**config.mk**
```make
export PLATFORM = sky130hd
export DESIGN_NAME = circular_keyed_list_engine
export DESIGN_NICKNAME = d
export VERILOG_FILES = /design/src/sv/ckl_pkg.sv /design/src/sv/ckl_ram.sv /design/src/sv/circular_keyed_list_engine.sv
export VERILOG_INCLUDE_DIRS = /design/src /design/src/sv
export SDC_FILE = /design/constraint.sdc
export NUM_CORES = 2
export LEC_CHECK = 0
export BUFFER_PORTS_ARGS = -buffer_cell sky130_fd_sc_hd__buf_2
export CORE_MARGIN = 1.5
export CORE_UTILIZATION = 45
export CTS_BUF_LIST = sky130_fd_sc_hd__clkbuf_8
export DETAILED_ROUTE_END_ITERATION = 10
export SKIP_CTS_REPAIR_TIMING = 1
export SLEW_MARGIN = 10
export SYNTH_ARGS = -nofsm -noshare
export SYNTH_HDL_FRONTEND = slang
export SYNTH_SLANG_ARGS = --single-unit
```
**constraint.sdc**
```tcl
create_clock -name i_clk -period 5.05 [get_ports i_clk]
set_input_delay 0.505 -clock i_clk [delete_from_list [all_inputs] [get_ports i_clk]]
set_output_delay 0.505 -clock i_clk [all_outputs]
set_load 0.005 [all_outputs]
```
**src/sv/circular_keyed_list_engine_defines.svh**
```systemverilog
// Assertion macros for the circular keyed list engine.
// Relies on i_clk and i_rst_n in the module that uses them.
`ifndef CIRCULAR_KEYED_LIST_ENGINE_DEFINES_SVH
`define CIRCULAR_KEYED_LIST_ENGINE_DEFINES_SVH

// antecedent implies consequent in the same cycle
`define CKL_ASSERT_IMPL(label, ante, cons, msg) \
    label: assert property (@(posedge i_clk) disable iff (!i_rst_n) (ante) |-> (cons)) \
        else $error(msg);

// antecedent implies consequent in the next cycle
`define CKL_ASSERT_NEXT(label, ante, cons, msg) \
    label: assert property (@(posedge i_clk) disable iff (!i_rst_n) (ante) |=> (cons)) \
        else $error(msg);

`endif

```
**src/sv/ckl_pkg.sv**
```systemverilog
// Types and codes shared by the circular keyed list engine.
// No dependencies.
`default_nettype none
package ckl_pkg;

    typedef enum logic [2:0] {
        OP_APPEND  = 3'd0,
        OP_INSERT  = 3'd1,
        OP_RM_HEAD = 3'd2,
        OP_RM_KEY  = 3'd3,
        OP_SEARCH  = 3'd4,
        OP_NEXT    = 3'd5,
        OP_COUNT   = 3'd6,
        OP_LIST    = 3'd7
    } t_op;

    typedef enum logic [1:0] {
        STS_OK        = 2'd0,
        STS_EMPTY     = 2'd1,
        STS_NOT_FOUND = 2'd2,
        STS_FULL      = 2'd3
    } t_status;

    typedef struct packed {
        t_op         opcode;
        logic [15:0] ticket_key;
        logic [15:0] customer_handle;
        logic [7:0]  ride_handle;
    } t_in_beat;

    typedef struct packed {
        t_status     status;
        logic [15:0] entry_key;
        logic [15:0] entry_customer;
        logic [7:0]  entry_ride;
        logic [5:0]  entry_count;
        logic        last_result;
    } t_out_beat;

endpackage
`default_nettype wire

```
**src/sv/ckl_ram.sv**
```systemverilog
// Generic single-write, single-read RAM with registered read data.
// No dependencies.
`default_nettype none
module ckl_ram #(
    parameter int WIDTH = 8,
    parameter int DEPTH = 32
) (
    input  wire logic                     i_clk,
    input  wire logic                     i_we,
    input  wire logic [$clog2(DEPTH)-1:0] i_waddr,
    input  wire logic [WIDTH-1:0]         i_wdata,
    input  wire logic [$clog2(DEPTH)-1:0] i_raddr,
    output logic      [WIDTH-1:0]         o_rdata
);

    logic [WIDTH-1:0] r_mem [DEPTH];
    logic [WIDTH-1:0] r_rdata;

    always_ff @(posedge i_clk) begin
        if (i_we) begin
            r_mem[i_waddr] <= i_wdata;
        end
        r_rdata <= r_mem[i_raddr];
    end

    assign o_rdata = r_rdata;

endmodule
`default_nettype wire

```
**src/sv/circular_keyed_list_engine.sv**
```systemverilog
// The list operation delivers one entry per cycle while the output is free.
// One item at a time; a key walk reads one linked entry per cycle from the entry and link RAMs.
// A new beat is taken only in the idle state, after the previous reply has been issued.
// Reset: synchronous, active low; empties the list. RAM contents are not cleared.
// Depends on ckl_pkg, ckl_ram and circular_keyed_list_engine_defines.svh.
`default_nettype none
`include "circular_keyed_list_engine_defines.svh"
module circular_keyed_list_engine
    import ckl_pkg::*;
#(
    parameter int CAPACITY = 32,
    parameter int KEY_BITS = 16
) (
    input  wire logic      i_clk,
    input  wire logic      i_rst_n,
    input  wire logic      i_in_valid,
    output logic           o_in_stall,
    input  wire t_in_beat  i_in_beat,
    output logic           o_out_valid,
    input  wire logic      i_out_stall,
    output t_out_beat      o_out_beat
);

    localparam int SW = $clog2(CAPACITY);
    localparam int CW = $clog2(CAPACITY + 1);
    localparam int DW = KEY_BITS + 24;
    localparam logic [CW-1:0] CAP_C = CW'(CAPACITY);

    typedef enum logic [7:0] {
        ST_IDLE   = 8'b0000_0001,
        ST_SEEK   = 8'b0000_0010,
        ST_NEXT   = 8'b0000_0100,
        ST_UNLINK = 8'b0000_1000,
        ST_LIST   = 8'b0001_0000,
        ST_INS    = 8'b0010_0000,
        ST_INS2   = 8'b0100_0000,
        ST_REPLY  = 8'b1000_0000
    } t_state;

    t_state              r_state, n_state;
    t_op                 r_op, n_op;
    logic [KEY_BITS-1:0] r_key, n_key;
    logic [15:0]         r_cust, n_cust;
    logic [7:0]          r_ride, n_ride;
    logic [SW-1:0]       r_head, n_head, r_tail, n_tail;
    logic [SW-1:0]       r_cur, n_cur, r_prev, n_prev, r_slot, n_slot;
    logic [SW-1:0]       r_hit_link, n_hit_link;
    logic [CW-1:0]       r_count, n_count, r_idx, n_idx;
    logic [CAPACITY-1:0] r_used, n_used;
    t_status             r_res_status, n_res_status;
    logic                r_res_zero, n_res_zero;
    logic [DW-1:0]       r_res_data, n_res_data;
    t_out_beat           r_out, n_out;
    logic                r_out_valid, n_out_valid;

    logic          d_we, l_we;
    logic [SW-1:0] d_waddr, l_waddr, l_wdata, rd_addr;
    logic [DW-1:0] d_wdata, d_rdata;
    logic [SW-1:0] l_rdata;
    logic [SW-1:0] free_slot;
    logic          free_found;
    logic          out_free, accept, walk_end;
    logic [CW-1:0] idx_inc;

    ckl_ram #(.WIDTH(DW), .DEPTH(CAPACITY)) u_entry_ram (
        .i_clk   (i_clk),
        .i_we    (d_we),
        .i_waddr (d_waddr),
        .i_wdata (d_wdata),
        .i_raddr (rd_addr),
        .o_rdata (d_rdata)
    );

    ckl_ram #(.WIDTH(SW), .DEPTH(CAPACITY)) u_link_ram (
        .i_clk   (i_clk),
        .i_we    (l_we),
        .i_waddr (l_waddr),
        .i_wdata (l_wdata),
        .i_raddr (rd_addr),
        .o_rdata (l_rdata)
    );

    always_comb begin
        free_slot  = '0;
        free_found = 1'b0;
        for (int i = 0; i < CAPACITY; i++) begin
            if (!free_found && !r_used[i]) begin
                free_slot  = SW'(i);
                free_found = 1'b1;
            end
        end
    end

    assign out_free = !r_out_valid || !i_out_stall;
    assign accept   = i_in_valid && (r_state == ST_IDLE);
    assign idx_inc  = r_idx + CW'(1);
    assign walk_end = (idx_inc == r_count);

    function automatic t_out_beat make_beat(input t_status st, input logic zero,
                                            input logic [DW-1:0] data,
                                            input logic [CW-1:0] cnt, input logic last);
        t_out_beat b;
        b.status         = st;
        b.entry_key      = zero ? 16'd0 : 16'(data[DW-1 -: KEY_BITS]);
        b.entry_customer = zero ? 16'd0 : data[23:8];
        b.entry_ride     = zero ? 8'd0  : data[7:0];
        b.entry_count    = 6'(cnt);
        b.last_result    = last;
        return b;
    endfunction

    always_comb begin
        n_state      = r_state;
        n_op         = r_op;
        n_key        = r_key;
        n_cust       = r_cust;
        n_ride       = r_ride;
        n_head       = r_head;
        n_tail       = r_tail;
        n_cur        = r_cur;
        n_prev       = r_prev;
        n_slot       = r_slot;
        n_hit_link   = r_hit_link;
        n_count      = r_count;
        n_idx        = r_idx;
        n_used       = r_used;
        n_res_status = r_res_status;
        n_res_zero   = r_res_zero;
        n_res_data   = r_res_data;
        n_out        = r_out;
        n_out_valid  = r_out_valid && i_out_stall;
        d_we         = 1'b0;
        d_waddr      = r_slot;
        d_wdata      = {r_key, r_cust, r_ride};
        l_we         = 1'b0;
        l_waddr      = r_slot;
        l_wdata      = r_slot;
        rd_addr      = r_cur;

        unique case (r_state)
            ST_IDLE: begin
                if (accept) begin
                    n_op         = i_in_beat.opcode;
                    n_key        = KEY_BITS'(i_in_beat.ticket_key);
                    n_cust       = i_in_beat.customer_handle;
                    n_ride       = i_in_beat.ride_handle;
                    n_idx        = '0;
                    n_cur        = r_head;
                    n_prev       = r_tail;
                    rd_addr      = r_head;
                    n_res_zero   = 1'b1;
                    n_res_status = STS_OK;
                    unique case (i_in_beat.opcode)
                        OP_APPEND, OP_INSERT: begin
                            if (r_count >= CAP_C) begin
                                n_res_status = STS_FULL;
                                n_state      = ST_REPLY;
                            end else begin
                                n_slot  = free_slot;
                                n_state = ST_INS;
                            end
                        end
                        OP_COUNT: begin
                            n_state = ST_REPLY;
                        end
                        OP_RM_HEAD, OP_RM_KEY, OP_SEARCH, OP_NEXT, OP_LIST: begin
                            if (r_count == '0) begin
                                n_res_status = STS_EMPTY;
                                n_state      = ST_REPLY;
                            end else if (i_in_beat.opcode == OP_LIST) begin
                                n_state = ST_LIST;
                            end else begin
                                n_state = ST_SEEK;
                            end
                        end
                    endcase
                end
            end
            ST_SEEK: begin
                if (r_op == OP_RM_HEAD || d_rdata[DW-1 -: KEY_BITS] == r_key) begin
                    n_hit_link   = l_rdata;
                    n_res_data   = d_rdata;
                    n_res_zero   = 1'b0;
                    n_res_status = STS_OK;
                    priority if (r_op == OP_SEARCH) begin
                        n_state = ST_REPLY;
                    end else if (r_op == OP_NEXT) begin
                        rd_addr = l_rdata;
                        n_cur   = l_rdata;
                        n_state = ST_NEXT;
                    end else begin
                        n_state = ST_UNLINK;
                    end
                end else if (walk_end) begin
                    n_res_status = STS_NOT_FOUND;
                    n_state      = ST_REPLY;
                end else begin
                    n_prev  = r_cur;
                    n_cur   = l_rdata;
                    rd_addr = l_rdata;
                    n_idx   = idx_inc;
                end
            end
            ST_NEXT: begin
                n_res_data = d_rdata;
                n_state    = ST_REPLY;
            end
            ST_UNLINK: begin
                priority if (r_count <= CW'(1)) begin
                    n_head = '0;
                    n_tail = '0;
                end else if (r_cur == r_head) begin
                    n_head  = r_hit_link;
                    l_we    = 1'b1;
                    l_waddr = r_tail;
                    l_wdata = r_hit_link;
                end else begin
                    l_we    = 1'b1;
                    l_waddr = r_prev;
                    l_wdata = r_hit_link;
                    if (r_cur == r_tail) begin
                        n_tail = r_prev;
                    end
                end
                n_used[r_cur] = 1'b0;
                n_count       = r_count - CW'(1);
                n_state       = ST_REPLY;
            end
            ST_INS: begin
                d_we    = 1'b1;
                l_we    = 1'b1;
                l_wdata = (r_count == '0) ? r_slot : r_head;
                n_state = ST_INS2;
            end
            ST_INS2: begin
                if (r_count == '0) begin
                    n_head = r_slot;
                    n_tail = r_slot;
                end else begin
                    l_we    = 1'b1;
                    l_waddr = r_tail;
                    if (r_op == OP_APPEND) begin
                        n_tail = r_slot;
                    end else begin
                        n_head = r_slot;
                    end
                end
                n_used[r_slot] = 1'b1;
                n_count        = r_count + CW'(1);
                n_res_data     = {r_key, r_cust, r_ride};
                n_res_zero     = 1'b0;
                n_res_status   = STS_OK;
                n_state        = ST_REPLY;
            end
            ST_LIST: begin
                if (out_free) begin
                    n_out       = make_beat(STS_OK, 1'b0, d_rdata, r_count, walk_end);
                    n_out_valid = 1'b1;
                    if (walk_end) begin
                        n_state = ST_IDLE;
                    end else begin
                        n_cur   = l_rdata;
                        rd_addr = l_rdata;
                        n_idx   = idx_inc;
                    end
                end
            end
            ST_REPLY: begin
                if (out_free) begin
                    n_out = make_beat(r_res_status, r_res_zero, r_res_data, r_count, 1'b1);
                    n_out_valid = 1'b1;
                    n_state     = ST_IDLE;
                end
            end
            default: begin
                n_state = ST_IDLE;
            end
        endcase
    end

    always_ff @(posedge i_clk) begin
        if (!i_rst_n) begin
            r_state     <= ST_IDLE;
            r_head      <= '0;
            r_tail      <= '0;
            r_count     <= '0;
            r_used      <= '0;
            r_out_valid <= 1'b0;
        end else begin
            r_state     <= n_state;
            r_head      <= n_head;
            r_tail      <= n_tail;
            r_count     <= n_count;
            r_used      <= n_used;
            r_out_valid <= n_out_valid;
        end
    end

    always_ff @(posedge i_clk) begin
        r_op         <= n_op;
        r_key        <= n_key;
        r_cust       <= n_cust;
        r_ride       <= n_ride;
        r_cur        <= n_cur;
        r_prev       <= n_prev;
        r_slot       <= n_slot;
        r_hit_link   <= n_hit_link;
        r_idx        <= n_idx;
        r_res_status <= n_res_status;
        r_res_zero   <= n_res_zero;
        r_res_data   <= n_res_data;
        r_out        <= n_out;
    end

    assign o_in_stall  = (r_state != ST_IDLE);
    assign o_out_valid = r_out_valid;
    assign o_out_beat  = r_out;

    `CKL_ASSERT_IMPL(a_count_matches_map, 1'b1, $countones(r_used) == r_count, "map/count mismatch")
    `CKL_ASSERT_IMPL(a_count_bound, 1'b1, r_count <= CAP_C, "count above capacity")
    `CKL_ASSERT_IMPL(a_walk_in_range, (r_state == ST_SEEK || r_state == ST_LIST), r_idx < r_count, "walk past list end")
    `CKL_ASSERT_IMPL(a_error_zero, (o_out_valid && o_out_beat.status != STS_OK), (o_out_beat.entry_key == 16'd0 && o_out_beat.entry_customer == 16'd0 && o_out_beat.entry_ride == 8'd0), "error beat carries entry")

endmodule
`default_nettype wire

```
==> out/qor.csv <==
stage,metric,value,unit
outcome,status,completed,
critical_path,cp_common_cell,nand4_1,
synth,yosys_warnings,0,
sta,skew,0.0767,ns
sta,fin_hold_ws,0.0392,ns
finish,final_nets,4993,
critical_path,critical_path_class,register to register,
critical_path,path_max_fanout,33,
power,p_per_area,374,nW/µm²
clock_network,path_clk_slew,0.06,ns
sta,fin_crit_sh,95.5,%
routing,drc_errors,0,
finish,drive_above_1_share,12.6,%
grt,overflow,0,
grt,grt_pass1_vias,40000,
finish,area_growth,13.8,%
critical_path,arrival,5.65,ns
clock_network,clock_sinks,1703,
critical_path,start_kind,register,
sta,worstMarginPinSlew,1.25,ns
power,vdd_drop_max,0.273,mV
place,hpwl,96000,µm
sta,hold_viol_final,0,
synth,synth-main-ff-cell,edfxtp_1,
synth,ys_async_sr_fraction,0,%
flow_run,drv_cap,0,
grt,grtUsageTotal,24.2,%
routing,wire_per_inst,26.1,µm
critical_path,cp.depth,12,
critical_path,worstPathRequired,5.88,ns
critical_path,slowest_stage,nand4_1,
critical_path,rr_worst_depth,12,
routing,drt_iter0_markers,4639,
place,place_congestion,0.834,
routing,antenna_left,0,
critical_path,endpoint_kind,register,
floorplanning,die_w,388,µm
floorplanning,fp-row-count,141,
synth,synthesis.nets,4694,
min_path,hold_start,i_out_stall,
clock_network,tritoncts,done,
clock_network,htreeDepth,5,
floorplanning,coreArea,147000,µm²
synth,synth_area,66700,µm²
sta,relSlewSlack,16.9,%
sta,rsz0062_at_grt,no,
synth,synth_seq_cells,1703,
sta,fin_tns_setup,0,ns
clock_network,clk_latency,1.01,ns
clock_network,cts_root_buffer,clkbuf_8,
critical_path,rr_startpoint,u_entry_ram.o_rdata[35],
critical_path,cp-startpoint,u_entry_ram.o_rdata[35],
synth,syn_inst,4642,
floorplanning,start_util,45.2,%
floorplanning,die_height,388,µm
routing,wirelength,185000,µm
clock_network,clock_path_buffers,4,
sta,fin_crit,4.82,ns
floorplanning,ioPinCount,98,
routing,vias,41100,
sta,max_freq,207,MHz
routing,drtPass1Iterations,6,
floorplanning,die_area,151000,µm²
sta,maxSlewViolCount,0,
min_path,min_path_type,input pin to register,
power,p_leak,0.0262,µW
critical_path,cp_slowest_stage_delay,0.63,ns
synth,ys_seq_area_share,75.0,%
grt,grt_max_degree,125,
synth,syn_area_per_cell,14.4,µm²
place,numPortBuffers,97,
critical_path,path_cells,xor2_1 > nor4_1 > nand4_1 > a22oi_2 > o21bai_2 > a221oi_4 > clkinv_8 > nor2_4 > buf_4 > nand3_1 > nand4_1 > nand4_1,
clock_network,cts_made_buffers,299,
critical_path,cpLargestDelayFamily,simple AND/OR/NAND/NOR gates,
sta,setup_violations,0,
grt,antenna_found_initial,4,
min_path,holdPathStages,3,
grt,grt_pass1_wl,269000,µm
routing,viasPerCell,5.81,
critical_path,crit_buf_inv,2,
synth,ys_types,74,
synth,synth_edf_count,1596,
==> flip-flops by register name, indices dropped and copies added, names as in the netlist, 6 cells and up <==
| name | flops |
|---|---|
| u_entry_ram.o_rdata | 40 |
| r_res_data | 40 |
| r_state | 8 |
| r_idx | 6 |
| u_entry_ram.r_mem | 1280 |
| r_count | 6 |
| u_link_ram.r_mem | 160 |
| r_cust | 16 |
| o_out_beat | 49 |
| r_used | 32 |
| r_key | 16 |
| r_ride | 8 |
==> metal layers <==
layer | track usage, % | wire length (µm) | vias up
met5 | 0 | 0 | -
met4 | 7.45 | 4230 | 0
met3 | 5.01 | 15100 | 319
met2 | 38.3 | 86600 | 1851
met1 | 33.8 | 79100 | 20800
li1 | - | - | 18200
==> final timing paths <==
| kind | to | slack (ns) |
|---|---|---|
| max | u_entry_ram.o_rdata[28] | 0.23 |
| min | o_out_valid | 0.04 |
| max reg2reg | u_entry_ram.o_rdata[28] | 0.23 |
| min reg2reg | r_used[17] | 0.51 |
==> synth_stat cells, drive strengths merged, types with 4 or more instances <==
library cell  count  area (µm²)
a22o              4        35.0
a221oi            5        91.3
dfxtp           107        2140
o211a             4        40.0
a211oi            7        52.6
nand4           110         701
o22ai            89         557
nand2b            8        50.1
xor2             31         272
edfxtp         1596       47900
clkbuf          135         507
nor2b             8        50.1
o31ai             7        52.6
and2             13        81.3
a32oi           178        1560
and3             15        93.8
nand2          1024        3840
or2               4        25.0
nor3b             4        30.0
mux2i           353        3530
a21oi            56         280
a22oi            14         110
nand3           259        1300
ha                5        62.6
o21ai            59         295
nor3             20         111
inv              18        72.6
buf             132         782
or3               8        50.1
a221o             8        80.1
a31oi            53         332
nor4              7        43.8
xnor2            12         105
nor2            204         786
nand3b           51         383
==> cell usage in the layout, fill, tap and decap left out, types with 51 or more instances in the layout <==
cell / count
nand3b_1: 51
nand3_1: 258
a32oi_1: 178
a31oi_1: 53
buf_2: 97
inv_1: 129
mux2i_1: 353
nor2_1: 164
a21oi_1: 55
nand2_1: 1023
dfxtp_1: 107
nand4_1: 108
buf_4: 89
edfxtp_1: 1596
o22ai_1: 89
clkbuf_8: 337
o21ai_0: 56
==> final cells by class <==
class	count	area, µm²
Timing Repair Buffer	265	2290
Multi-Input combinational cell	2653	15700
Antenna cell	2	5.00
Sequential cell	1703	50100
Clock inverter	176	795
Tap cell	1930	2410
Inverter	19	100
Clock buffer	337	4640
Fill cell	12300	71500
==> power by group <==
part | total (µW) | switching [µW] | leakage (µW) | internal (µW)
Combinational | 706 | 516 | 0.00779 | 190
Sequential | 16000 | 254 | 0.0152 | 15800
Clock | 11700 | 5410 | 0.00321 | 6250
==> worst register-to-register path, cell delays in order (launching register included) <==
cell	delay (ns)
dfxtp_1	0.47
xor2_1	0.16
nor4_1	0.50
nand4_1	0.63
a22oi_2	0.51
o21bai_2	0.20
a221oi_4	0.50
clkinv_8	0.31
nor2_4	0.42
buf_4	0.50
nand3_1	0.19
nand4_1	0.13
nand4_1	0.11
==> per-stage QoR <==
stage          util, %  cell area [µm²]  instances  total power [µW]  setup WS, ns
3_5_place_dp      47.5            70100       6526             17000         0.239
6_report          51.5            76000       7085             28400         0.229
5_1_grt           51.5            76000       7085             29300        0.0911
2_1_floorplan        -            66700       4642             16500         0.647
4_1_cts           51.2            75500       7039             28600         0.249
3_3_place_gp      47.5            70100       6526             17000         0.491
==> cell families after synthesis <==
logic type      synth area share (%)
compound gates                  5.48
simple gates                    11.5
mux                             5.31
fa+ha+maj                     0.0937
flops                           75.0
buf+inv                         2.05
xor+xnor                       0.564
Power figures use the tool's default switching activity.
